--- src/waveform_tone_generator_unit_macros.svh ---
// Assertion macros shared by the tone generator RTL.
// Expects clk and arst_n in the scope of each use.
`ifndef WAVEFORM_TONE_GENERATOR_UNIT_MACROS_SVH
`define WAVEFORM_TONE_GENERATOR_UNIT_MACROS_SVH

// Same-cycle implication.
`define WTG_ASSERT_IMP(label, ante, cons, msg) \
	label: assert property (@(posedge clk) disable iff (!arst_n) (ante) |-> (cons)) \
		else $error(msg);

// Next-cycle implication.
`define WTG_ASSERT_NXT(label, ante, cons, msg) \
	label: assert property (@(posedge clk) disable iff (!arst_n) (ante) |=> (cons)) \
		else $error(msg);

`endif

--- src/wtg_ram.sv ---
// Generic single-write, single-read RAM with registered read data.
// No dependencies.
module wtg_ram #(
	parameter int unsigned WIDTH = 16,
	parameter int unsigned DEPTH = 256
) (
	input  logic                     clk,
	input  logic                     we,
	input  logic [$clog2(DEPTH)-1:0] waddr,
	input  logic [WIDTH-1:0]         wdata,
	input  logic                     re,
	input  logic [$clog2(DEPTH)-1:0] raddr,
	output logic [WIDTH-1:0]         rdata
);

	logic [WIDTH-1:0] mem [DEPTH];

	always_ff @(posedge clk) begin
		if (we) begin
			mem[waddr] <= wdata;
		end
		if (re) begin
			rdata <= mem[raddr];
		end
	end

endmodule

--- config.mk ---
export PLATFORM = sky130hd
export DESIGN_NAME = wtg_ram
export DESIGN_NICKNAME = d
export VERILOG_FILES = /design/src/waveform_tone_generator_unit_macros.svh /design/src/wtg_ram.sv
export SDC_FILE = /design/constraint.sdc
export NUM_CORES = 2
export LEC_CHECK = 0
export BUFFER_PORTS_ARGS = -buffer_cell sky130_fd_sc_hd__buf_2
export CAP_MARGIN = 20
export CORE_AREA = 2 2 468 586
export CTS_BUF_LIST = sky130_fd_sc_hd__clkbuf_8
export DETAILED_ROUTE_END_ITERATION = 12
export DIE_AREA = 0 0 470 588
export PLACE_DENSITY = 0.77
export SLEW_MARGIN = 10
export SYNTH_ARGS = -nofsm -noshare
export SYNTH_HDL_FRONTEND = slang
export SYNTH_SLANG_ARGS = --single-unit
--- constraint.sdc ---
create_clock -name clk -period 2.41 [get_ports clk]
set_input_delay 0 -clock clk [delete_from_list [all_inputs] [get_ports clk]]
set_output_delay 0 -clock clk [all_outputs]
set_load 0.02 [all_outputs]
After elaboration in Yosys (flattened, before gate mapping)

Memory sizes are Yosys's and may differ from the RTL's. A register that Yosys moved wholly into a read port is not among the register bits.
Index checks and enable logic that the tools add are counted.

Register bits: 0
Bits in writable memories: 4096
Input bits: 35
Logic and storage cells: 3
Memories kept: 1

Memory list:

| memory | depth | width | read ports | clocked after memory_dff | write ports | line          | text |
|---|---|---|---|---|---|---|---|
| mem    | 256   | 16    | 1          | 1                        | 1           | wtg_ram.sv:16 | `logic [WIDTH-1:0] mem [DEPTH];` |

Muxes and demuxes: 2

Operator list:

| operator         | count |
|---|---|
| 2-to-1 mux 1 bit | 2 |

Logic depth before layout (Yosys ltp)

Depth after elaboration: 2
Mapped depth: 12
Mapped depth without buffers: 6

Worst setup path before layout

OpenSTA, ideal clock, no wires.

Path kind: input-to-reg
Start: input port raddr[0]
End: register rdata[4] (read register of mem), data pin
Arrival: 1.984 ns
Slack: 0.161 ns
Cell stages on the path: 8
Path buffers: 3
Cells stage by stage: buf_6 -> buf_6 -> buf_2 -> mux4_2 -> mux4_2 -> a22o_1 -> o32ai_2 -> nor4_2

RTL lines:

| element            | line          | text |
|---|---|---|
| start: declaration | wtg_ram.sv:12 | `input logic [$clog2(DEPTH)-1:0] raddr,` |
| end: declaration   | wtg_ram.sv:13 | `output logic [WIDTH-1:0] rdata` |

==> impl_metrics.json <==
{
  "outcome": "finished with violations",
  "violations": "negative setup slack",
  "wl_mm": 414,
  "cts_tree": "built",
  "synth_async_sr_flop_share_pct": 0,
  "ys_seq_elements": 4112,
  "worstHoldPathCells": 2,
  "min_to": "mem[232][13]",
  "yosysTopAreaCellShare_pct": 77.7,
  "synth_edf_count": 4112,
  "coreArea_mm2": 0.271,
  "tns_ns": -1.66,
  "power_switching_mw": 31.2,
  "yosys_warnings": 0,
  "synth_cells": 7360,
  "fin_crit_ns": 2.64,
  "synth_top_cell_by_area": "edfxtp_1",
  "rsz0062_at_grt": "true",
  "ios": 51,
  "grt_max_degree": 122,
  "swShare_pct": 22.6,
  "reg2regPathDepth": 8,
  "synth_fp_nets": 7395,
  "syn_to_final_growth_pct": 14.8,
  "worst_ep_required_time_ns": 3.17,
  "clk_pin_slew_ns": 0.07,
  "worst_r2r_startpoint": "mem[11][8]",
  "crit_fanout": 1,
  "hp-class": "input pin to register",
  "hold-worst-slack_ns": 0.0343,
  "hold_start": "wdata[13]",
  "numCtsBuffers": 590,
  "relSlewSlack_pct": 25.5,
  "grt_pass1_vias": 84100,
  "max_freq_mhz": 379,
  "drv_slew": 0,
  "vias": 83400,
  "root_buffer": "clkbuf_8",
  "final_nets": 8593,
  "start_util_pct": 58.6,
  "grt_pass1_wl_mm": 591,
  "seqPwrFrac_pct": 57.2,
  "die_w_um": 470,
  "cts_max_level": 6,
  "power.internal_mw": 107,
  "drive_above_1_share_pct": 30.5,
  "start_kind": "register",
  "yosysSeqAreaShare_pct": 77.7,
  "avgSynthCellArea_um2": 21.6,
  "ant_nets": 0,
  "wl_per_cell_um": 33.0,
  "reg2reg_to": "rdata[8]",
  "first_iter_violations": 12000,
  "p_leak_nw": 59.9,
  "design_area_mm2": 0.182,
  "synthFlopType": "edfxtp_1",
  "clkPwrFrac_pct": 36.6,
  "cts_num_sinks": 4112,
  "hold_viol_final": 0,
  "setup_violations": 29,
  "crit_type": "register to register",
  "fin_skew_ns": 0.0755,
  "dieArea_mm2": 0.276,
  "post_dp_cell_area_mm2": 0.170,
  "overflow": 0,
  "maxCapViolations": 0,
  "antenna_found_initial": 21,
  "yosysMostFrequentCell": "edfxtp_1",
  "routabilityCongestion": 1.01,
  "vias_per_cell": 6.63,
  "combPwrFrac_pct": 6.2,
  "end_kind": "register",
  "setup_ws_ns": -0.230,
  "r2r_setup_slack_ns": -0.23,
  "dpl.hpwl_mm": 260,
  "syn-cell-area_mm2": 0.159,
  "ir_drop_mv": 0.426,
  "dr.pass1.iters": 8,
  "rows": 214,
  "grt_usage_pct": 29.8,
  "io_buffers": 50,
  "drc": 0,
  "clk_latency_ns": 1.06,
  "synth.top_cells.by_count": "4,112 x edfxtp_1, 797 x mux4_2, 565 x mux2i_1, 304 x nor2_1, 252 x o221ai_1",
  "clock_path_buffers": 4,
  "post-route-period-util_pct": 110,
  "synth_cell_types": 51,
  "worst_slew_pin_slew_ns": 1.12,
  "powerDensity_mw_per_mm2": 757,
  "crit_arrival_ns": 3.40,
  "chipHeight_um": 588,
  "synth.area.top_cells": "edfxtp_1 78%, mux4_2 11%, mux2i_1 3.6%, o221ai_1 1.4%, nor2_1 0.72%"
}
power groups by stage:
stage,Combinational (mW),Clock (mW),Sequential (mW)
global placement,7.83,0,80.5
global route,8.80,53.9,78.9
detailed placement,8.03,0,80.5
floorplan,3.89,0,80.5
CTS,8.40,51.0,79.0
finish,8.55,50.6,79.0
registers in the layout, summed over array words and instances (netlist names):
name	count
mem	4096
rdata	16
per-stage QoR:
step	worst slack, ns	power, mW	cells	utilization (%)
4_1_cts	-0.216	138	12600	67.3
6_report	-0.230	138	12600	67.3
3_5_place_dp	-1.30	88.5	11500	62.8
5_1_grt	-0.222	142	12600	67.3
2_1_floorplan	0.161	84.4	7360	-
3_3_place_gp	-1.30	88.3	11500	62.8
kinds of logic (layout without fill, tap and decap cells):
group                  after synthesis  after routing  synth area share (%)
and+or+nand+nor                    556            556                  1.57
AOI/OAI and AO/OA                  786            786                  3.53
muxes                             1450           1450                  15.5
buffers and inverters              456           2097                  1.69
DFF                               4112           4112                  77.7
other                                0             12                     0
routing by layer:
layer / track usage, % / vias to the layer above / part of all wire, %
met5: 0 / - / 0.033
met4: 17.9 / 12 / 6.9
met3: 6.06 / 1081 / 11
met2: 48.1 / 5692 / 49
met1: 37.8 / 42900 / 33
li1: - / 33800 / -
cell usage in the layout (no fill, tap or decap), types with 28 or more instances in the layout:
master,netlist,final
o21ai_0,37,36
nor2_1,304,287
edfxtp_1,4112,4112
o22ai_1,148,148
buf_2,76,29
mux4_2,797,797
a22oi_1,43,32
inv_1,3,166
dlygate4sd3_1,0,50
buf_12,5,153
buf_4,26,792
clkinv_2,0,62
nor3_1,92,89
nand3_1,35,28
nand2_1,38,33
clkinv_1,0,151
o221ai_1,252,252
mux2_2,88,69
clkbuf_8,0,601
mux2i_1,565,565
a21oi_1,175,175
cell type report:
cell class | instances | area [µm²]
Antenna cell | 12 | 30.0
Tap cell | 3564 | 4460
Sequential cell | 4112 | 123000
Inverter | 4 | 27.5
Timing Repair Buffer | 1058 | 10100
Fill cell | 16000 | 88600
Clock inverter | 435 | 2300
Clock buffer | 600 | 8260
Multi-Input combinational cell | 2792 | 33700
worst max-delay path, cell delays in order, from the launching register on:
cell and delay (ns):
edfxtp_1 0.37, mux4_2 0.47, mux2_2 0.29, a22oi_2 0.35, buf_4 0.19, nand2_2 0.08
o32ai_4 0.38, buf_6 0.16, nor4_2 0.03
worst max path at each step:
stage	end	depth (start not counted)	from	slack, ns
floorplan	rdata[4]	8	raddr[0]	0.16
global placement	rdata[9]	12	raddr[0]	-1.30
detailed placement	rdata[7]	12	raddr[0]	-1.30
CTS	rdata[8]	6	mem[27][8]	-0.22
global route	rdata[8]	6	mem[27][8]	-0.22
finish	rdata[8]	8	mem[11][8]	-0.23
repair_timing:
item | in CTS | in global routing
setup buffers | 0 | 0
pin swaps | 30 | 16
hold endpoints to repair | 7273 | 0
resized for setup | 146 | 28
hold buffers | 58 | 0
setup endpoints to repair | 16 | 270
Power figures use the tool's default switching activity.
