`src/waveform_tone_generator_unit_macros.svh`:
```
// Assertion macros shared by the tone generator RTL.
// Expects clk and arst_n in the scope of each use.
`ifndef WAVEFORM_TONE_GENERATOR_UNIT_MACROS_SVH
`define WAVEFORM_TONE_GENERATOR_UNIT_MACROS_SVH

// Same-cycle implication.
`define WTG_ASSERT_IMP(label, ante, cons, msg) \
	label: assert property (@(posedge clk) disable iff (!arst_n) (ante) |-> (cons)) \
		else $error(msg);

// Next-cycle implication.
`define WTG_ASSERT_NXT(label, ante, cons, msg) \
	label: assert property (@(posedge clk) disable iff (!arst_n) (ante) |=> (cons)) \
		else $error(msg);

`endif

```
`src/wtg_pkg.sv`:
```
// Shared types, codes and the sine table builder for the tone generator.
// No dependencies.
package wtg_pkg;

	localparam int unsigned SINE_MAG_W = 15;
	localparam int unsigned CFG_INDEX_W = 2;
	localparam int unsigned CFG_DATA_W = 32;
	localparam int unsigned STEP_W = 32;
	localparam int unsigned VOLUME_W = 16;
	localparam int unsigned SAMPLE_W = 16;
	localparam int unsigned LFSR_W = 16;

	localparam logic [LFSR_W-1:0] LFSR_SEED = 16'hACE1;
	localparam logic [LFSR_W-1:0] LFSR_TAPS = 16'hB400;
	localparam logic [SINE_MAG_W-1:0] FULL_SCALE = 15'h7FFF;

	localparam logic [63:0] HALF_PI_Q30 = 64'd1686629713;
	localparam int unsigned SERIES_TERMS = 6;
	localparam int unsigned SeriesDiv [SERIES_TERMS] = '{6, 20, 42, 72, 110, 156};

	typedef enum logic [1:0] {
		WAVE_SINE,
		WAVE_SAW,
		WAVE_SQUARE,
		WAVE_NOISE
	} wave_t;

	typedef enum logic [CFG_INDEX_W-1:0] {
		CFG_WAVE,
		CFG_STEP,
		CFG_VOLUME,
		CFG_STEREO
	} cfg_reg_t;

	typedef struct packed {
		logic                  is_sine;
		logic                  neg;
		logic [SINE_MAG_W-1:0] mag;
	} wave_beat_t;

	// Quarter-wave entry: round(32767 * sin(pi/2 * (idx + 0.5) / 2^abits)), computed in Q30.
	function automatic logic [SINE_MAG_W-1:0] sine_entry(input int unsigned idx,
			input int unsigned abits);
		logic [63:0] x;
		logic [63:0] term;
		logic [63:0] sum;
		logic [63:0] v;
		x = (HALF_PI_Q30 * (64'(idx) * 64'd2 + 64'd1)) >> (abits + 1);
		term = x;
		sum = x;
		for (int k = 0; k < SERIES_TERMS; k++) begin
			term = (term * x) >> 30;
			term = (term * x) >> 30;
			term = term / 64'(SeriesDiv[k]);
			if ((k & 1) == 0) begin
				sum = (sum >= term) ? sum - term : 64'd0;
			end else begin
				sum = sum + term;
			end
		end
		v = (sum * 64'd32767 + 64'd536870912) >> 30;
		if (v > 64'd32767) begin
			v = 64'd32767;
		end
		return v[SINE_MAG_W-1:0];
	endfunction

endpackage

```
`src/wtg_scale.sv`:
```
// Back stages: table value merge, volume multiply, divide by 65535, sign and output register.
// Depends on wtg_pkg.
module wtg_scale (
	input  logic                                clk,
	input  logic                                arst_n,
	input  logic                                valid_s1,
	input  wtg_pkg::wave_beat_t                 wave_s1,
	input  logic [wtg_pkg::SINE_MAG_W-1:0]      rdata,
	input  logic [wtg_pkg::VOLUME_W-1:0]        volume,
	input  logic                                stereo,
	output logic                                take_s1,
	output logic                                out_valid,
	input  logic                                out_ready,
	output logic signed [wtg_pkg::SAMPLE_W-1:0] left_sample,
	output logic signed [wtg_pkg::SAMPLE_W-1:0] right_sample,
	output logic                                right_valid
);

	import wtg_pkg::*;

	localparam int unsigned PROD_W = SINE_MAG_W + VOLUME_W;

	logic                  en_out;
	logic                  valid_s2;
	logic                  neg_s2;
	logic [PROD_W-1:0]     prod_s2;
	logic [SINE_MAG_W-1:0] mag;
	logic [PROD_W-1:0]     prod;
	logic [SINE_MAG_W-1:0] q_lo;
	logic [16:0]           rem;
	logic [SINE_MAG_W-1:0] quot;
	logic [SAMPLE_W-1:0]   sample;
	logic                  out_valid_q;
	logic [SAMPLE_W-1:0]   left_q;
	logic [SAMPLE_W-1:0]   right_q;
	logic                  right_valid_q;

	assign en_out = !out_valid_q || out_ready;
	assign take_s1 = !valid_s2 || en_out;

	assign mag = wave_s1.is_sine ? rdata : wave_s1.mag;
	assign prod = PROD_W'(mag) * PROD_W'(volume);

	assign q_lo = prod_s2[PROD_W-1:16];
	assign rem = 17'(prod_s2[15:0]) + 17'(q_lo);
	assign quot = (rem >= 17'd65535) ? q_lo + SINE_MAG_W'(1) : q_lo;
	assign sample = neg_s2 ? -SAMPLE_W'(quot) : SAMPLE_W'(quot);

	always_ff @(posedge clk or negedge arst_n) begin
		if (!arst_n) begin
			valid_s2 <= 1'b0;
			out_valid_q <= 1'b0;
		end else begin
			if (take_s1) begin
				valid_s2 <= valid_s1;
			end
			if (en_out) begin
				out_valid_q <= valid_s2;
			end
		end
	end

	always_ff @(posedge clk) begin
		if (take_s1 && valid_s1) begin
			prod_s2 <= prod;
			neg_s2 <= wave_s1.neg;
		end
		if (en_out && valid_s2) begin
			left_q <= sample;
			right_q <= stereo ? sample : '0;
			right_valid_q <= stereo;
		end
	end

	assign out_valid = out_valid_q;
	assign left_sample = left_q;
	assign right_sample = right_q;
	assign right_valid = right_valid_q;

endmodule

```
`config.mk`:
```
export PLATFORM = sky130hd
export DESIGN_NAME = wtg_scale
export DESIGN_NICKNAME = d
export VERILOG_FILES = /design/src/waveform_tone_generator_unit_macros.svh /design/src/wtg_pkg.sv /design/src/wtg_scale.sv
export SDC_FILE = /design/constraint.sdc
export NUM_CORES = 1
export LEC_CHECK = 0
export BUFFER_PORTS_ARGS = -buffer_cell sky130_fd_sc_hd__buf_2
export CAP_MARGIN = 20
export CELL_PAD_IN_SITES_DETAIL_PLACEMENT = 1
export CELL_PAD_IN_SITES_GLOBAL_PLACEMENT = 2
export CORE_MARGIN = 2
export CORE_UTILIZATION = 41
export CTS_CLUSTER_SIZE = 20
export DETAILED_ROUTE_END_ITERATION = 10
export GPL_TIMING_DRIVEN = 0
export PLACE_DENSITY = 0.91
export SYNTH_ARGS = -nofsm -noshare
export SYNTH_HDL_FRONTEND = slang
export SYNTH_SLANG_ARGS = --single-unit
```
`constraint.sdc`:
```
create_clock -name clk -period 4.8 [get_ports clk]
set_clock_uncertainty 0.15 [all_clocks]
set_input_delay 0.24 -clock clk [delete_from_list [all_inputs] [get_ports clk]]
set_output_delay 0.24 -clock clk [all_outputs]
set_load 0.03 [all_outputs]
```
# Word level (Yosys, flattened, before mapping)
# Index checks and enable logic that the tools add are counted.
# totals
register_bits	67
input_bits	53
elab_cells	21
# op_classes
n_addsub	3
mul	1
order_cmp	1
n_mux	3
reduce_logical	6
# op_table
op	n
15-bit by 16-bit multiplier with 31-bit output	1
15-bit two-way mux	2
16-bit by 15-bit adder with 17-bit output	1
17-bit by 16-bit >= comparator with 1-bit output, second input constant	1
16-bit two-way mux	1
15-bit negation with 16-bit output	1
15-bit by 1-bit adder with 15-bit output, second input constant	1
1-bit logical AND	2
1-bit logical NOT	2
1-bit logical OR	2

# Longest topological paths before layout
# logic_depth
depth_word	5
mapped_depth	29
depth_no_buf	26

# Worst setup path after synthesis
# OpenSTA, ideal clock, no wires.
# synth_path
path_type	input port to flip-flop
start	in wave_s1[16] (netlist bit)
end	reg prod_s2[30] (data pin)
setup_ps	260
arrival_ps	6992
slack_ps	-2602
cell_stages	28
path_buffers	3
path_cell_list	clkbuf_1 > buf_1 > mux2i_1 > clkbuf_1 > nor2b_1 > fa_1 > inv_1 > fa_1 > inv_1 > fa_1 > fa_1 > fa_1 > inv_1 > fa_1 > inv_1 > ha_1 > a21o_1 > a21o_1 > a21o_1 > nand3_1 > o2111a_1 > o211ai_1 > nand2_1 > o21ai_0 > o31a_1 > o21a_1 > nor2_1 > xnor2_1
# synth_between
elab_chain_len	2
# synth_rtl
item	line	text
start, declared	wtg_scale.sv:7	input wtg_pkg::wave_beat_t wave_s1,
15-bit two-way mux	wtg_scale.sv:41	assign mag = wave_s1.is_sine ? rdata : wave_s1.mag;
15-bit by 16-bit multiplier with 31-bit output	wtg_scale.sv:42	assign prod = PROD_W'(mag) * PROD_W'(volume);
net prod[30]	wtg_scale.sv:28	logic [PROD_W-1:0] prod;
end signal, assigned	wtg_scale.sv:65	prod_s2 <= prod;
end, declared	wtg_scale.sv:26	logic [PROD_W-1:0] prod_s2;
# The timed path passes the listed nets, and every way through them passes these cells.
# A chain may end at the register's enable or synchronous reset.

# Worst setup path after layout
# Ends and elaborated chain as after synthesis.

==> out/metrics.yaml <==
sta:
  finalSetupViolCount: 21
  hold_viol: 0
  worstMarginPinSlew_ns: 0.722
  fin_crit_ns: 6.42
  relSlewSlack_pct: 50.6
  fin_crit_sh_pct: 134
  worst_slack_ns: -1.62
  fmax_mhz: 156
  rsz0062_at_grt: "true"
  slew_viol_final: 0
synth:
  yosys-top-cells-count: "inv_1 (215), fa_1 (181), ha_1 (112), nand2_1 (109), and2_1 (89)"
  synth_area_leaders: "fa_1 (30%), edfxtp_1 (16%), ha_1 (12%)"
  yosys.area.top_type: "fa_1"
  syn_inst: 1231
  ys_types: 76
  ys_warn_count: 0
  ys_seq_area_share_pct: 16.8
  syn_nets: 1577
  synth_most_common_cell: "inv_1"
  avgSynthCellArea_um2: 9.67
  synth_top_area_share_pct: 30.4
  yosys_most_used_dff: "edfxtp_1"
  netlist_area_um2: 11900
  synth_seq_cells: 67
  synth_edf_count: 65
  async_reset_ff_share_pct: 2.99
die:
  placementRows: 62
  start_util_pct: 41.6
  io_pins: 88
  die_area_um2: 30400
  coreArea_um2: 28600
  die_h_um: 174
  dieWidth_um: 174
route:
  avgRoutedWirePerCell_um: 19.3
  vias: 9345
  drc: 0
  via_per_inst: 5.21
  ant_nets: 0
  routed_wirelength_um: 34700
  drt_iter0_markers: 455
  firstDrtPassIters: 4
global_routing:
  antenna_found_initial: 0
  overflow: 0
  grt_first_pass_wirelength_um: 55900
  grt_use_total_pct: 23.3
  grt_pass1_vias: 10600
  grt_max_degree: 24
clock_network:
  htreeDepth: 3
  clk_latency_ns: 0.34
  cts_made_buffers: 9
  path_clk_slew_ns: 0.06
  cts_buffer_depth: 2
  cts-root-buf: "clkbuf_16"
  cts_tree: "done"
  clock-sinks: 67
setup_path:
  cp.arrival_ns: 6.36
  required_ns: 4.74
  critical_path_class: "in -> reg"
  ff2ff_setup_slack_ns: 0.14
  crit_path_end_kind: "flip-flop"
  crit_fanout: 7
  critPathLaunchType: "input port"
  r2r_start: "prod_s2[16]$_DFFE_PP_"
  reg2reg_to: "right_sample[15]$_SDFFCE_PN0P_"
  reg2reg_depth: 14
placement:
  placed_area_um2: 13400
  pre_cts_slack_ns: -2.25
  gp_congestion: 0.856
  dp_hpwl_um: 26600
  place.port_buffers: 86
worst_hold_path:
  hold_path_depth: 1
  whs_endpoint: "right_valid$_DFFE_PP_"
  min-delay-start: "stereo"
  hp-class: "in -> reg"
finish:
  area_delta_synth_final_pct: 24.4
  final_area_um2: 14800
  n_antenna_cell: 0
  drive_gt1_share_pct: 25.0
  nFillCells: 3196
  finish.net_count: 1751
run:
  drv_cap: 0
status:
  status: "complete, but fails checks"
  violations: "negative setup slack"
## final cells by class
class | instances | area, um2 | share of cell area, %
Multi-Input combinational cell | 903 | 9680 | 65.4
Tap cell | 384 | 480 | 3.25
Timing Repair Buffer | 163 | 1140 | 7.68
Inverter | 215 | 807 | 5.45
Clock inverter | 7 | 52.6 | 0.355
Clock buffer | 9 | 225 | 1.52
Sequential cell | 67 | 2000 | 13.5
Buffer | 46 | 415 | 2.81
## metrics by stage
stage	hold WS (ns)	cells	setup TNS, ns	utilization, %
final	0.00610	1794	-22.41	51.7
after global routing	0.0216	1794	-26.12	51.7
after CTS	0.00165	1773	-20.75	50.4
after detailed placement	-0.123	1703	-32.23	46.7
after global placement	-0.124	1701	-30.45	46.5
after floorplan	-0.206	1231	-18.90	-
## logic make-up (layout without fill, tap and decap cells)
logic type,after synthesis,after routing,share of synthesized area [%]
xor gates and xnor gates,58,58,4.27
adders and majority gates,293,293,42.2
buffers and inverters,261,440,8.34
DFF,67,67,16.8
AOI/OAI and AO/OA,149,149,9.06
muxes,22,22,2.01
and+or+nand+nor,381,381,17.3
## flip-flops by register name, indices dropped and copies added, names as in the netlist
register      count
neg_s2            1
valid_s2          1
right_sample     16
right_valid       1
left_sample      16
out_valid         1
prod_s2          31
## worst max-delay path by stage
stage / cells after the start / start / to / slack, ns
floorplan: 28 / wave_s1[16] / prod_s2[30]$_DFFE_PP_ / -1.58
CTS: 28 / wave_s1[16] / prod_s2[30]$_DFFE_PP_ / -1.54
global route: 24 / wave_s1[16] / prod_s2[30]$_DFFE_PP_ / -1.86
detailed placement: 27 / wave_s1[16] / prod_s2[30]$_DFFE_PP_ / -2.25
global placement: 25 / wave_s1[16] / prod_s2[30]$_DFFE_PP_ / -2.16
finish: 24 / wave_s1[16] / prod_s2[30]$_DFFE_PP_ / -1.62
## metal layers
layer,global-route usage [%],routed length [um],up-vias
li1,-,-,4306
met1,29.1,14400,4766
met2,42.6,18000,212
met3,2.52,1260,61
met4,6.58,939,0
met5,0,0,-
## placed cells by master (no fill, tap or decap), drive strengths merged, types with 16 or more instances in the layout
master,netlist,routed
a21o,19,19
a21oi,34,34
and2,91,91
buf,6,170
clkbuf,40,44
edfxtp,65,65
fa,181,181
ha,112,112
inv,215,217
nand2,110,110
nand2b,18,18
nor2,25,25
nor2b,85,85
o21ai,17,17
xnor2,42,42
xor2,16,16
## worst max-delay path: stages
cell	delay, ns
clkbuf_16	0.15
buf_16	0.15
mux2i_4	0.33
clkbuf_16	0.24
nand2b_4	0.14
fa_1	0.46
fa_1	0.56
fa_1	0.45
fa_1	0.57
fa_1	0.44
fa_1	0.51
inv_2	0.05
ha_4	0.26
and3_4	0.18
and3_4	0.18
a21oi_4	0.19
o2111a_2	0.26
o211ai_1	0.12
nand2_1	0.15
o21ai_2	0.08
o31a_1	0.29
o21a_1	0.18
nor2_2	0.09
xnor2_1	0.08
## timing repair
action,4_1_cts,5_1_grt
gates cloned,1,0
endpoints found under the setup margin,30,28
pin swaps,61,49
buffers inserted,53,25
endpoints found under the hold margin,4,0
gates resized for setup,77,58
hold buffers,3,0
Power is not shown: default switching activity piles up to over one toggle a cycle in this logic, so the estimate is an artifact.
