===== src/waveform_tone_generator_unit_macros.svh =====
// Assertion macros shared by the tone generator RTL.
// Expects clk and arst_n in the scope of each use.
`ifndef WAVEFORM_TONE_GENERATOR_UNIT_MACROS_SVH
`define WAVEFORM_TONE_GENERATOR_UNIT_MACROS_SVH

// Same-cycle implication.
`define WTG_ASSERT_IMP(label, ante, cons, msg) \
	label: assert property (@(posedge clk) disable iff (!arst_n) (ante) |-> (cons)) \
		else $error(msg);

// Next-cycle implication.
`define WTG_ASSERT_NXT(label, ante, cons, msg) \
	label: assert property (@(posedge clk) disable iff (!arst_n) (ante) |=> (cons)) \
		else $error(msg);

`endif


===== src/wtg_pkg.sv =====
// Shared types, codes and the sine table builder for the tone generator.
// No dependencies.
package wtg_pkg;

	localparam int unsigned SINE_MAG_W = 15;
	localparam int unsigned CFG_INDEX_W = 2;
	localparam int unsigned CFG_DATA_W = 32;
	localparam int unsigned STEP_W = 32;
	localparam int unsigned VOLUME_W = 16;
	localparam int unsigned SAMPLE_W = 16;
	localparam int unsigned LFSR_W = 16;

	localparam logic [LFSR_W-1:0] LFSR_SEED = 16'hACE1;
	localparam logic [LFSR_W-1:0] LFSR_TAPS = 16'hB400;
	localparam logic [SINE_MAG_W-1:0] FULL_SCALE = 15'h7FFF;

	localparam logic [63:0] HALF_PI_Q30 = 64'd1686629713;
	localparam int unsigned SERIES_TERMS = 6;
	localparam int unsigned SeriesDiv [SERIES_TERMS] = '{6, 20, 42, 72, 110, 156};

	typedef enum logic [1:0] {
		WAVE_SINE,
		WAVE_SAW,
		WAVE_SQUARE,
		WAVE_NOISE
	} wave_t;

	typedef enum logic [CFG_INDEX_W-1:0] {
		CFG_WAVE,
		CFG_STEP,
		CFG_VOLUME,
		CFG_STEREO
	} cfg_reg_t;

	typedef struct packed {
		logic                  is_sine;
		logic                  neg;
		logic [SINE_MAG_W-1:0] mag;
	} wave_beat_t;

	// Quarter-wave entry: round(32767 * sin(pi/2 * (idx + 0.5) / 2^abits)), computed in Q30.
	function automatic logic [SINE_MAG_W-1:0] sine_entry(input int unsigned idx,
			input int unsigned abits);
		logic [63:0] x;
		logic [63:0] term;
		logic [63:0] sum;
		logic [63:0] v;
		x = (HALF_PI_Q30 * (64'(idx) * 64'd2 + 64'd1)) >> (abits + 1);
		term = x;
		sum = x;
		for (int k = 0; k < SERIES_TERMS; k++) begin
			term = (term * x) >> 30;
			term = (term * x) >> 30;
			term = term / 64'(SeriesDiv[k]);
			if ((k & 1) == 0) begin
				sum = (sum >= term) ? sum - term : 64'd0;
			end else begin
				sum = sum + term;
			end
		end
		v = (sum * 64'd32767 + 64'd536870912) >> 30;
		if (v > 64'd32767) begin
			v = 64'd32767;
		end
		return v[SINE_MAG_W-1:0];
	endfunction

endpackage


===== src/wtg_phase.sv =====
// Input stage: phase accumulator, noise LFSR, table address and first pipeline register.
// Depends on wtg_pkg and the assertion macros.
`include "waveform_tone_generator_unit_macros.svh"

module wtg_phase #(
	parameter int unsigned PHASE_BITS = 32,
	parameter int unsigned ADDR_BITS = 8
) (
	input  logic                        clk,
	input  logic                        arst_n,
	input  logic                        in_valid,
	input  logic                        tick,
	output logic                        in_ready,
	input  logic                        filling,
	input  wtg_pkg::wave_t              wave_sel,
	input  logic [wtg_pkg::STEP_W-1:0]  phase_step,
	input  logic                        take_s1,
	output logic                        rd_en,
	output logic [ADDR_BITS-1:0]        rd_addr,
	output logic                        valid_s1,
	output wtg_pkg::wave_beat_t         wave_s1
);

	import wtg_pkg::*;

	logic [PHASE_BITS-1:0] phase_acc_q;
	logic [PHASE_BITS-1:0] step_ext;
	logic [LFSR_W-1:0]     lfsr_q;
	logic [LFSR_W-1:0]     lfsr_next;
	logic                  valid_s1_q;
	wave_beat_t            wave_s1_q;
	wave_beat_t            wave_d;
	logic                  ready_s1;
	logic                  accept;
	logic [1:0]            quad;
	logic [ADDR_BITS-1:0]  idx;
	logic [15:0]           frac;
	logic [SINE_MAG_W-1:0] noise_mag;

	assign step_ext = PHASE_BITS'(phase_step);
	assign ready_s1 = !valid_s1_q || take_s1;
	assign in_ready = ready_s1 && !filling;
	assign accept = in_valid && in_ready && tick;

	assign quad = phase_acc_q[PHASE_BITS-1 -: 2];
	assign idx = phase_acc_q[PHASE_BITS-3 -: ADDR_BITS];
	assign frac = phase_acc_q[PHASE_BITS-1 -: 16];

	assign rd_en = accept;
	assign rd_addr = quad[0] ? ~idx : idx;

	always_comb begin
		lfsr_next = lfsr_q >> 1;
		if (lfsr_q[0]) begin
			lfsr_next = lfsr_next ^ LFSR_TAPS;
		end
		if (!lfsr_next[0] && (lfsr_next != '0)) begin
			noise_mag = lfsr_next[LFSR_W-1:1] - SINE_MAG_W'(1);
		end else begin
			noise_mag = lfsr_next[LFSR_W-1:1];
		end
	end

	always_comb begin
		wave_d = '0;
		case (wave_sel)
			WAVE_SINE: begin
				wave_d.is_sine = 1'b1;
				wave_d.neg = quad[1];
			end
			WAVE_SAW: begin
				wave_d.neg = !frac[15];
				if (!frac[15]) begin
					wave_d.mag = ~frac[14:0];
				end else if (frac[14:0] != '0) begin
					wave_d.mag = frac[14:0] - SINE_MAG_W'(1);
				end
			end
			WAVE_SQUARE: begin
				wave_d.neg = phase_acc_q[PHASE_BITS-1];
				wave_d.mag = FULL_SCALE;
			end
			default: begin
				wave_d.mag = noise_mag;
			end
		endcase
	end

	always_ff @(posedge clk or negedge arst_n) begin
		if (!arst_n) begin
			phase_acc_q <= '0;
			lfsr_q <= LFSR_SEED;
			valid_s1_q <= 1'b0;
		end else begin
			if (accept) begin
				phase_acc_q <= phase_acc_q + step_ext;
				if (wave_sel == WAVE_NOISE) begin
					lfsr_q <= lfsr_next;
				end
			end
			if (ready_s1) begin
				valid_s1_q <= accept;
			end
		end
	end

	always_ff @(posedge clk) begin
		if (accept) begin
			wave_s1_q <= wave_d;
		end
	end

	assign valid_s1 = valid_s1_q;
	assign wave_s1 = wave_s1_q;

	`WTG_ASSERT_NXT(a_phase_adv, accept, phase_acc_q == $past(phase_acc_q + step_ext), "phase did not advance by step")
	`WTG_ASSERT_NXT(a_lfsr_hold, !(accept && (wave_sel == WAVE_NOISE)), $stable(lfsr_q), "noise source moved without a noise beat")

endmodule


===== config.mk =====
export PLATFORM = sky130hd
export DESIGN_NAME = wtg_phase
export DESIGN_NICKNAME = d
export VERILOG_FILES = /design/src/wtg_pkg.sv /design/src/wtg_phase.sv
export VERILOG_INCLUDE_DIRS = /design/src /design/src/src
export SDC_FILE = /design/constraint.sdc
export NUM_CORES = 1
export LEC_CHECK = 0
export ABC_AREA = 1
export BUFFER_PORTS_ARGS = -buffer_cell sky130_fd_sc_hd__buf_4
export CAP_MARGIN = 20
export CORE_MARGIN = 2
export CORE_UTILIZATION = 60
export CTS_CLUSTER_SIZE = 14
export DETAILED_ROUTE_END_ITERATION = 10
export PLACE_DENSITY = 0.81
export RECOVER_POWER = 100
export SYNTH_ARGS = -nofsm -noshare
export SYNTH_HDL_FRONTEND = slang
export SYNTH_SLANG_ARGS = --single-unit

===== constraint.sdc =====
create_clock -name clk -period 2.85 [get_ports clk]
set_clock_uncertainty 0.15 [all_clocks]
set_input_delay 0 -clock clk [delete_from_list [all_inputs] [get_ports clk]]
set_output_delay 0 -clock clk [all_outputs]
set_load 0.005 [all_outputs]

**Word level (Yosys, flattened, before mapping)**

Cells that the tools add are included.
Widths: inputs -> output; s select.

- $add $sub $neg: 3
- Eq/ne operators: 3
- Muxes and demuxes: 8
- Bitwise operators: 3
- Reductions and logical operators: 14

Operators by type and width:

| operator | number |
|---|---|
| $mux 15 | 3 |
| $pmux 15 s3 | 1 |
| $add 32x32->32 | 1 |
| $sub 15x1->15 const B | 2 |
| $mux 16 | 1 |
| $reduce_bool 16->1 | 1 |
| $not 15->15 | 1 |
| $reduce_bool 15->1 | 1 |
| $mux 8 | 1 |
| $not 8->8 | 1 |
| $eq 2x2->1 const B | 2 |
| $logic_and 1x1->1 | 4 |
| $logic_not 1->1 | 4 |
| $not 3->4 | 1 |
| $eq 2x1->1 const B | 1 |
| $logic_not 2->1 | 1 |
| $pmux 1 s2 | 1 |
| $reduce_and 2->1 | 1 |
| $reduce_or 2->1 | 1 |
| $logic_or 1x1->1 | 1 |
| $mux 1 | 1 |

- Register bits: 66
- Bits of input ports: 40
- Output and inout port bits: 28
- Logic and storage cells: 37

**Depth between registers and ports, before layout**

Gate-level depths: netlist of the first run.

- Depth after elaboration: 6
- Depth in mapped cells: 13
- Mapped depth without buffers: 12

**Worst setup path after synthesis of the first run**

No wires, ideal clock.

- Path kind: reg-to-reg
- Start point: reg phase_acc_q[0]
- End point: reg phase_acc_q[14]
- Library setup time: 0.117 ns
- Arrival time: 1.731 ns
- Required time: 2.583 ns
- Slack: 0.852 ns
- Stages on the path, launching flop included: 10
- Path buffers: 0
- Clock period less this slack: 1.998 ns
- Cell sequence: dfrtp_1 > ha_1 > fa_1 > nand2_1 > nand3_1 > nand2_1 > nand2_1 > or2_2 > nand3_1 > nand2_1

- Longest elaborated chain between the ends: 1

RTL lines:

| what | RTL line | text |
|---|---|---|
| start: declaration | wtg_phase.sv:26 | `logic [PHASE_BITS-1:0] phase_acc_q;` |
| start signal: assignment | wtg_phase.sv:96 | `phase_acc_q <= phase_acc_q + step_ext;` |
| $add 32x32->32 | wtg_phase.sv:96 |  |

No other way between the ends.
A chain may end at the register's enable or synchronous reset.

**Worst setup path in the final report of the first run**

- Start point: reg valid_s1_q, in the netlist valid_s1
- End point: reg phase_acc_q[0]

- Longest elaborated chain between the ends: 5

RTL lines:

| what | RTL line | text |
|---|---|---|
| start: declaration | wtg_phase.sv:30 | `logic valid_s1_q;` |
| start signal: assignment | wtg_phase.sv:102 | `valid_s1_q <= accept;` |
| $logic_not 1->1 | wtg_phase.sv:41 | `assign ready_s1 = !valid_s1_q \|\| take_s1;` |
| $logic_or 1x1->1 | wtg_phase.sv:41 |  |
| $logic_and 1x1->1 | wtg_phase.sv:42 | `assign in_ready = ready_s1 && !filling;` |
| $logic_and 1x1->1 (2 in a row) | wtg_phase.sv:43 | `assign accept = in_valid && in_ready && tick;` |

No other way between the ends.

==> results of run 1 <==
-- registers in the layout (all words and copies together), names as in the netlist --
| register | flops |
|---|---|
| valid_s1 | 1 |
| lfsr_q | 16 |
| phase_acc_q | 32 |
| wave_s1 | 17 |
-- synthesized netlist by cell type (3+ instances only) --
| cell | number | area share, % |
|---|---|---|
| nand2_1 | 388 | 24 |
| inv_1 | 163 | 10 |
| nand3_1 | 67 | 5.5 |
| nor2_1 | 65 | 4.0 |
| o21ai_0 | 42 | 3.5 |
| dfrtp_1 | 41 | 17 |
| ha_1 | 34 | 7.0 |
| a21oi_1 | 32 | 2.6 |
| xor2_1 | 21 | 3.0 |
| edfxtp_1 | 17 | 8.4 |
| nand4_1 | 14 | 1.4 |
| xnor2_1 | 14 | 2.0 |
| nand2_2 | 11 | 1.1 |
| nor3_1 | 11 | 0.90 |
| buf_2 | 8 | 0.66 |
| dfstp_2 | 8 | 3.5 |
| o21ai_2 | 5 | 0.72 |
| and2_1 | 4 | 0.41 |
| clkbuf_1 | 4 | 0.25 |
| buf_6 | 3 | 0.55 |
| inv_2 | 3 | 0.18 |
| nor2_4 | 3 | 0.55 |
-- worst min path at each step --
stage                                   to  cells past startpoint           start  slack, ps
6_report       phase_acc_q[13]$_DFFE_PN0P_                      4  phase_step[13]         10
5_1_grt        phase_acc_q[18]$_DFFE_PN0P_                      5  phase_step[18]         60
4_1_cts        phase_acc_q[13]$_DFFE_PN0P_                      4  phase_step[13]          7
3_5_place_dp   phase_acc_q[13]$_DFFE_PN0P_                      1          arst_n        -70
3_3_place_gp   phase_acc_q[11]$_DFFE_PN0P_                      1          arst_n        -80
2_1_floorplan       lfsr_q[12]$_DFFE_PN0P_                      0          arst_n       -450
-- cells by family (layout without fill, tap and decap cells) --
logic type,Yosys count,after routing,synth area share [%]
adder cells (fa/ha/maj),35,35,7.316
AND/OR/NAND/NOR,570,570,38.76
flip-flops,66,66,28.69
buffers and inverters,184,297,11.92
XOR/XNOR,36,36,5.487
AO/OA/AOI/OAI,87,87,7.830
-- layout make-up --
type / count / area, um^2
sequential: 66 / 1748
timing repair buffer: 114 / 969.7
clock inverter: 5 / 31.28
fill: 897 / 2494
inverter: 167 / 629.4
tap: 133 / 166.4
multi-input combinational: 728 / 3640
clock buffer: 11 / 141.4
-- through the flow --
| step | instances | worst slack [ps] | hold slack (ps) | total power, W | TNS, ps |
|---|---|---|---|---|---|
| finish | 1224 | 110.6 | 13.03 | 0.006697 | 0 |
| global route | 1224 | -23.88 | 59.98 | 0.007354 | -83.02 |
| CTS | 1224 | 59.72 | 6.923 | 0.006585 | 0 |
| detailed placement | 1168 | 530.8 | -68.26 | 0.005696 | 0 |
| global placement | 1168 | 575.7 | -79.67 | 0.005665 | 0 |
| floorplan | 978 | 851.9 | -445.6 | 0.004607 | 0 |
-- timing repair --
action,CTS,global route
hold buffers,40,0
endpoints found under the setup margin,0,10
gates resized for setup,0,15
endpoints found under the hold margin,79,0
-- per-layer routing --
layer	wire length, um	up-vias	part of all wire [%]	global-route usage (%)
li1	-	3250	-	-
met1	7428	2795	44	41.62
met2	7742	235	46	52.27
met3	1140	37	6.8	6.613
met4	490	0	2.9	11.33
met5	0	-	0	0
-- report_power, final --
part / leakage, nW / switching [W] / internal, W / total [W]
registers: 0.740 / 0.000406 / 0.00132 / 0.00172
clock network: 0.0891 / 0.000397 / 0.000336 / 0.000733
logic: 3.21 / 0.00259 / 0.00165 / 0.00424
-- tightest hold or removal path, delay by kind of cell --
kind	cells	cell delay, ps
adder cells (fa/ha/maj)	1	210
XOR/XNOR	1	130
buffers and inverters	1	80
AO/OA/AOI/OAI	1	70
==> impl_results.md, run 1 <==
* Outcome: finished clean
* Synth warn at 0
* Crit path buf inv count at 5
* Core area at 9819 um^2
* Net Count, Synth at roughly 1100
* Primary FF master, synth: dfrtp_1
* Top-level I/O count at 68
* Async S/R FF share, synth at 74.24%
* Root buffer selected by CTS: clkbuf_8
* Initial antenna violation count at 0
* HP Class: input pin to flop
* Mapped cell area at a little over 6000 um^2
* WL/cell at around 14 um
* Global Route Usage Sum at approximately a third
* Nets at around 1200
* Share of layout cells above drive strength 1 at roughly an eighth
* Tmin final at between 2000 and 3000 ps
* Largest net degree at the start of global routing at 50
* Max frequency at ~370 MHz
* Worst EP arrival at around 2900 ps
* Most common cell after layout, fill and taps aside: nand2_1
* H-tree Lvls at 3
* Leak Pwr at between 4 and 5 nW
* Post-synth cell types at 37
* Number of max-cap violations at 0
* Vias in the first global route at roughly 6000
* Num rows at 36
* FF-to-FF End: phase_acc_q[0]$_DFFE_PN0P_
* Max FO, Critical Path at 20
* Avg Cell Area, Syn at a little over 6 um^2
* Total grt overflow at 0
* Initial drt markers at about 470
* Cell chain of the critical path: a21oi_2 -> nand3_1 -> dlygate4sd3_1 -> buf_4 -> inv_2 -> buf_8 -> nand2_1 -> nand2_1 -> dlygate4sd3_1
* CTS Buf Count at 9
* Crit path from: valid_s1$_DFFE_PN0N_
* Initial Util at between 60% and 70%
* Ant diodes at 0
* Die area at between 10000 and 15000 um^2
* # DRC at 0
* # setup viols final at 0
* Levels on crit path at 9
* Tcrit/Tclk final at roughly 96%
* First-pass GRT wire length at between 20 and 30 mm
* Final hold viol count at 0
* Critical Path Source Type: flop
* Crit path max-delay cell type: dlygate4sd3_1
* Number of port buffers at between 60 and 70
* Peak VDD IR at just under 0.6 mV
* Critical Path End: phase_acc_q[0]$_DFFE_PN0P_
* Die H at between 100 and 150 um
* Crit path largest cell delay at 570 ps
* Pwr Density at just over 900 nW/um^2
* Slew Viols, Final at 0
* Syn Inst Count at slightly below 1000
* R2r startpoint: valid_s1$_DFFE_PN0N_
* Placed inst area at about 6700 um^2
* EDFF count, synth at 17
* Die Wd at approximately 100 um
* Vias at about 6300
* Cell area after layout at roughly 7300 um^2
* HPWL Detailed at 12.44 mm
* Slew HR at 11.98%
* Setup bufs post-CTS at 0
* TritonCTS clock tree: done
* Crit path max-delay family: buffers and inverters
* Worst Setup End Kind: flop
* Skew-Pair Late Insertion Delay at 370 ps
* Layout area overhead at 20.32%
* Setup CP Type: flop to flop
* TritonCTS Sinks at 66
* R2r worst-path depth at 9
* Data required, critical path at 3000 ps
* Pre-antenna DRT Iters at 5
* Worst-path clk slew at around 80 ps
* RD Place Congestion at around 1
* Leading cell types in the layout, fill and taps excluded: nand2_1, inv_1, nand3_1, nor2_1, buf_4
* #FFs+latches synth at 66
* Vias/cell at 5.161
* Post-synthesis sequential area ratio at 28.69%
* Clock buffer depth at 2
* Final wirelength at 16.80 mm
* Final Core Density at 74.61%
* Tightest Pin Transition at 1320 ps
* R2R setup slack at 110 ps
* Antenna viol nets, final at 0
No activity file was read; power rests on OpenSTA's default activity.
==> inputs of run 2 (changes only) <==
--- a/config.mk
+++ b/config.mk
@@ -10,10 +10,10 @@
 export BUFFER_PORTS_ARGS = -buffer_cell sky130_fd_sc_hd__buf_4
 export CAP_MARGIN = 20
 export CORE_MARGIN = 2
-export CORE_UTILIZATION = 60
+export CORE_UTILIZATION = 55
 export CTS_CLUSTER_SIZE = 14
 export DETAILED_ROUTE_END_ITERATION = 10
-export PLACE_DENSITY = 0.81
+export PLACE_DENSITY = 0.76
 export RECOVER_POWER = 100
 export SYNTH_ARGS = -nofsm -noshare
 export SYNTH_HDL_FRONTEND = slang
==> run 2 against run 1 <==
  * The flow now finishes with violations (negative hold slack)
  * Worst hold slack got worse by 24 ps
  * Power increased by 3.9%
  * Core utilization fell by 7.7 points
  * Setup slack improved by 290 ps
  * Die area grew 8.7%
  * Non-clock buffer count is 12 lower
  * First-iteration DRC count shrank 5.6%
  * Maximum frequency is 12% higher
  * Clock power grew 60%
  * Cell area shrank 0.97%
  * Global-route usage is 1.6 points lower
  * Largest power group unchanged
==> impl_results.md, run 2 (synthesis results as in run 1) <==
* TritonCTS clock tree: done
* Setup CP Type: flop to flop
* Initial antenna violation count at 0 (unchanged)
* Leak Pwr at 4.011 nW (-0.61%)
* Vias in the first global route at 5958 (-0.18%)
* Final wirelength at 16.57 mm (-1.4%)
* HP Class: input pin to flop
* Final Core Density at 66.92% (-7.7 points)
* Leading cell types in the layout, fill and taps excluded: nand2_1, inv_1, nand3_1, nor2_1, o21ai_0
* Num rows at 38 (+5.6%)
* Outcome: complete, but fails checks
* Slew HR at 11.94% (-0.044 points)
* Ant diodes at 0 (unchanged)
* Die area at 11930 um^2 (+8.7%)
* Met2 Use GR at 47.52% (-4.8 points)
* R2r startpoint: lfsr_q[0]$_DFFE_PN1P_
* Tightest Pin Transition at 1321 ps (+0.6626 ps)
* TritonCTS Sinks at 66 (unchanged)
* Total grt overflow at 0 (unchanged)
* Tmin final at 2448 ps (-291.2 ps)
* Die Wd at 109.2 um (+4.3%)
* Most used routing layer: met2
* Largest net degree at the start of global routing at 50 (unchanged)
* Max FO, Critical Path at 12 (-40%)
* Pwr Density at 959.0 nW/um^2 (+4.9%)
* Failing checks: negative hold slack
* Vias/cell at 5.148 (-0.24%)
* Slew Viols, Final at 0 (unchanged)
* Number of max-cap violations at 0 (unchanged)
* Core area at 10840 um^2 (+10%)
* Top-level I/O count at 68 (unchanged)
* Root buffer selected by CTS: clkbuf_8
* Die H at 109.2 um (+4.3%)
* Worst-path clk slew at 80 ps (about the same)
* Number of port buffers at 67 (unchanged)
* Pre-antenna DRT Iters at 6 (+1)
* # setup viols final at 0 (unchanged)
* WL/cell at 13.60 um (-0.95%)
* Top reg by flops: phase_acc_q
* Final hold viol count at 1 (+1)
* Critical Path Source Type: flop
* Hold depth at 4 (unchanged)
* Nets at 1149 (-1.0%)
* CTS Buf Count at 9 (unchanged)
* Hold Crit Start: phase_step[6]
* Antenna viol nets, final at 0 (unchanged)
* Layout area overhead at 19.15%
* Skew-Pair Late Insertion Delay at 380 ps (about the same)
* Vias at 6276 (-0.65%)
* Worst EP arrival at 2420 ps (-470 ps)
* Initial Util at 56.16% (-5.8 points)
* Clock buffer depth at 2 (unchanged)
* # DRC at 0 (unchanged)
* Peak VDD IR at 0.4826 mV (-17%)
* Total negative slack at 0 ps (unchanged)
* HPWL Detailed at 12.52 mm (+0.68%)
* H-tree Lvls at 3 (unchanged)
* Met1 Usage GRT at 40.71% (-0.91 points)
* Global Route Usage Sum at 30.28% (-1.6 points)
* Hold WS at -10.48 ps (-23.51 ps)
* First-pass GRT wire length at 27.94 mm (about the same)
* Max frequency at 408.5 MHz (+12%)
* Worst setup margin at 401.8 ps (+291.2 ps)
* Initial drt markers at 440 (-5.6%)
* Met3 usage at 4.363% (-2.2 points)
* RSZ-0062 raised after global routing: false
* Dpl ws at 530.8 ps (+0.02700 ps)
* Max reg flops at 32 (unchanged)
* Tcrit/Tclk final at 85.90% (-10 points)
* Worst Setup End Kind: flop
* Share of layout cells above drive strength 1 at 11.03% (-1.5 points)
* Crit path from: lfsr_q[0]$_DFFE_PN1P_
* R2r worst-path depth at 10 (+1)
* Most common cell after layout, fill and taps aside: nand2_1
* Post-CTS sizing at 0 (unchanged)
* RD Place Congestion at 0.9450 (-5.6%)
* Data required, critical path at 2830 ps (-170 ps)
## run 2: critical path: stages, from the launching register on
cell and delay, ps:
dfstp_2 690, nand2_1 110, nand2_1 150, inv_1 110, nand2_1 140, nor2_1 90
nor2_4 290, buf_4 260, nand3_1 80, nand3_1 80, nand2_1 60
## run 2: per-layer routing
metal | routed length (um) | vias up
met5 | 0 | -
met4 | 642 | 0
met3 | 1016 | 45
met2 | 7307 | 208
met1 | 7608 | 2797
li1 | - | 3226
## run 2: what timing repair did
item                                   CTS  global route
hold buffers                            29             0
endpoints found under the hold margin   78             0
setup endpoints to repair                0             0
buffers inserted                         0             0
## run 2: layout make-up
class                      instances  area (um^2)
inverter                         167        629.4
timing repair buffer             102        812.0
fill                            1000         3586
clock inverter                     7        163.9
sequential                        66         1747
multi-input combinational        728         3603
tap                              140        175.2
clock buffer                       9        123.9
## run 2: per-stage QoR
| step | cells | area, um^2 | hold slack (ps) | power [W] |
|---|---|---|---|---|
| after CTS | 1219 | 7293 | 0.7161 | 0.006929 |
| after floorplan | 978 | 6088 | -445.6 | 0.004607 |
| after global routing | 1219 | 7254 | 52.50 | 0.007649 |
| after detailed placement | 1174 | 6715 | -63.92 | 0.005694 |
| after global placement | 1174 | 6715 | -62.56 | 0.005675 |
| final | 1219 | 7254 | -10.48 | 0.006957 |
## run 2: power breakdown
part | internal [W] | switching (W) | leakage (nW)
clock network | 0.000760 | 0.000414 | 0.144
logic | 0.00153 | 0.00253 | 3.13
registers | 0.00132 | 0.000402 | 0.741
total | 0.00361 | 0.00335 | 4.01
## run 2: final timing paths
| path | to | slack [ps] |
|---|---|---|
| setup / recovery | wave_s1[2]$_DFFE_PP_ | 400 |
| hold / removal | phase_acc_q[6]$_DFFE_PN0P_ | -10 |
| setup reg to reg | wave_s1[2]$_DFFE_PP_ | 400 |
| hold reg to reg | phase_acc_q[15]$_DFFE_PN0P_ | 350 |
| max in group asynchronous | lfsr_q[9]$_DFFE_PN0P_ | 1460 |
| min in group asynchronous | phase_acc_q[7]$_DFFE_PN0P_ | 290 |
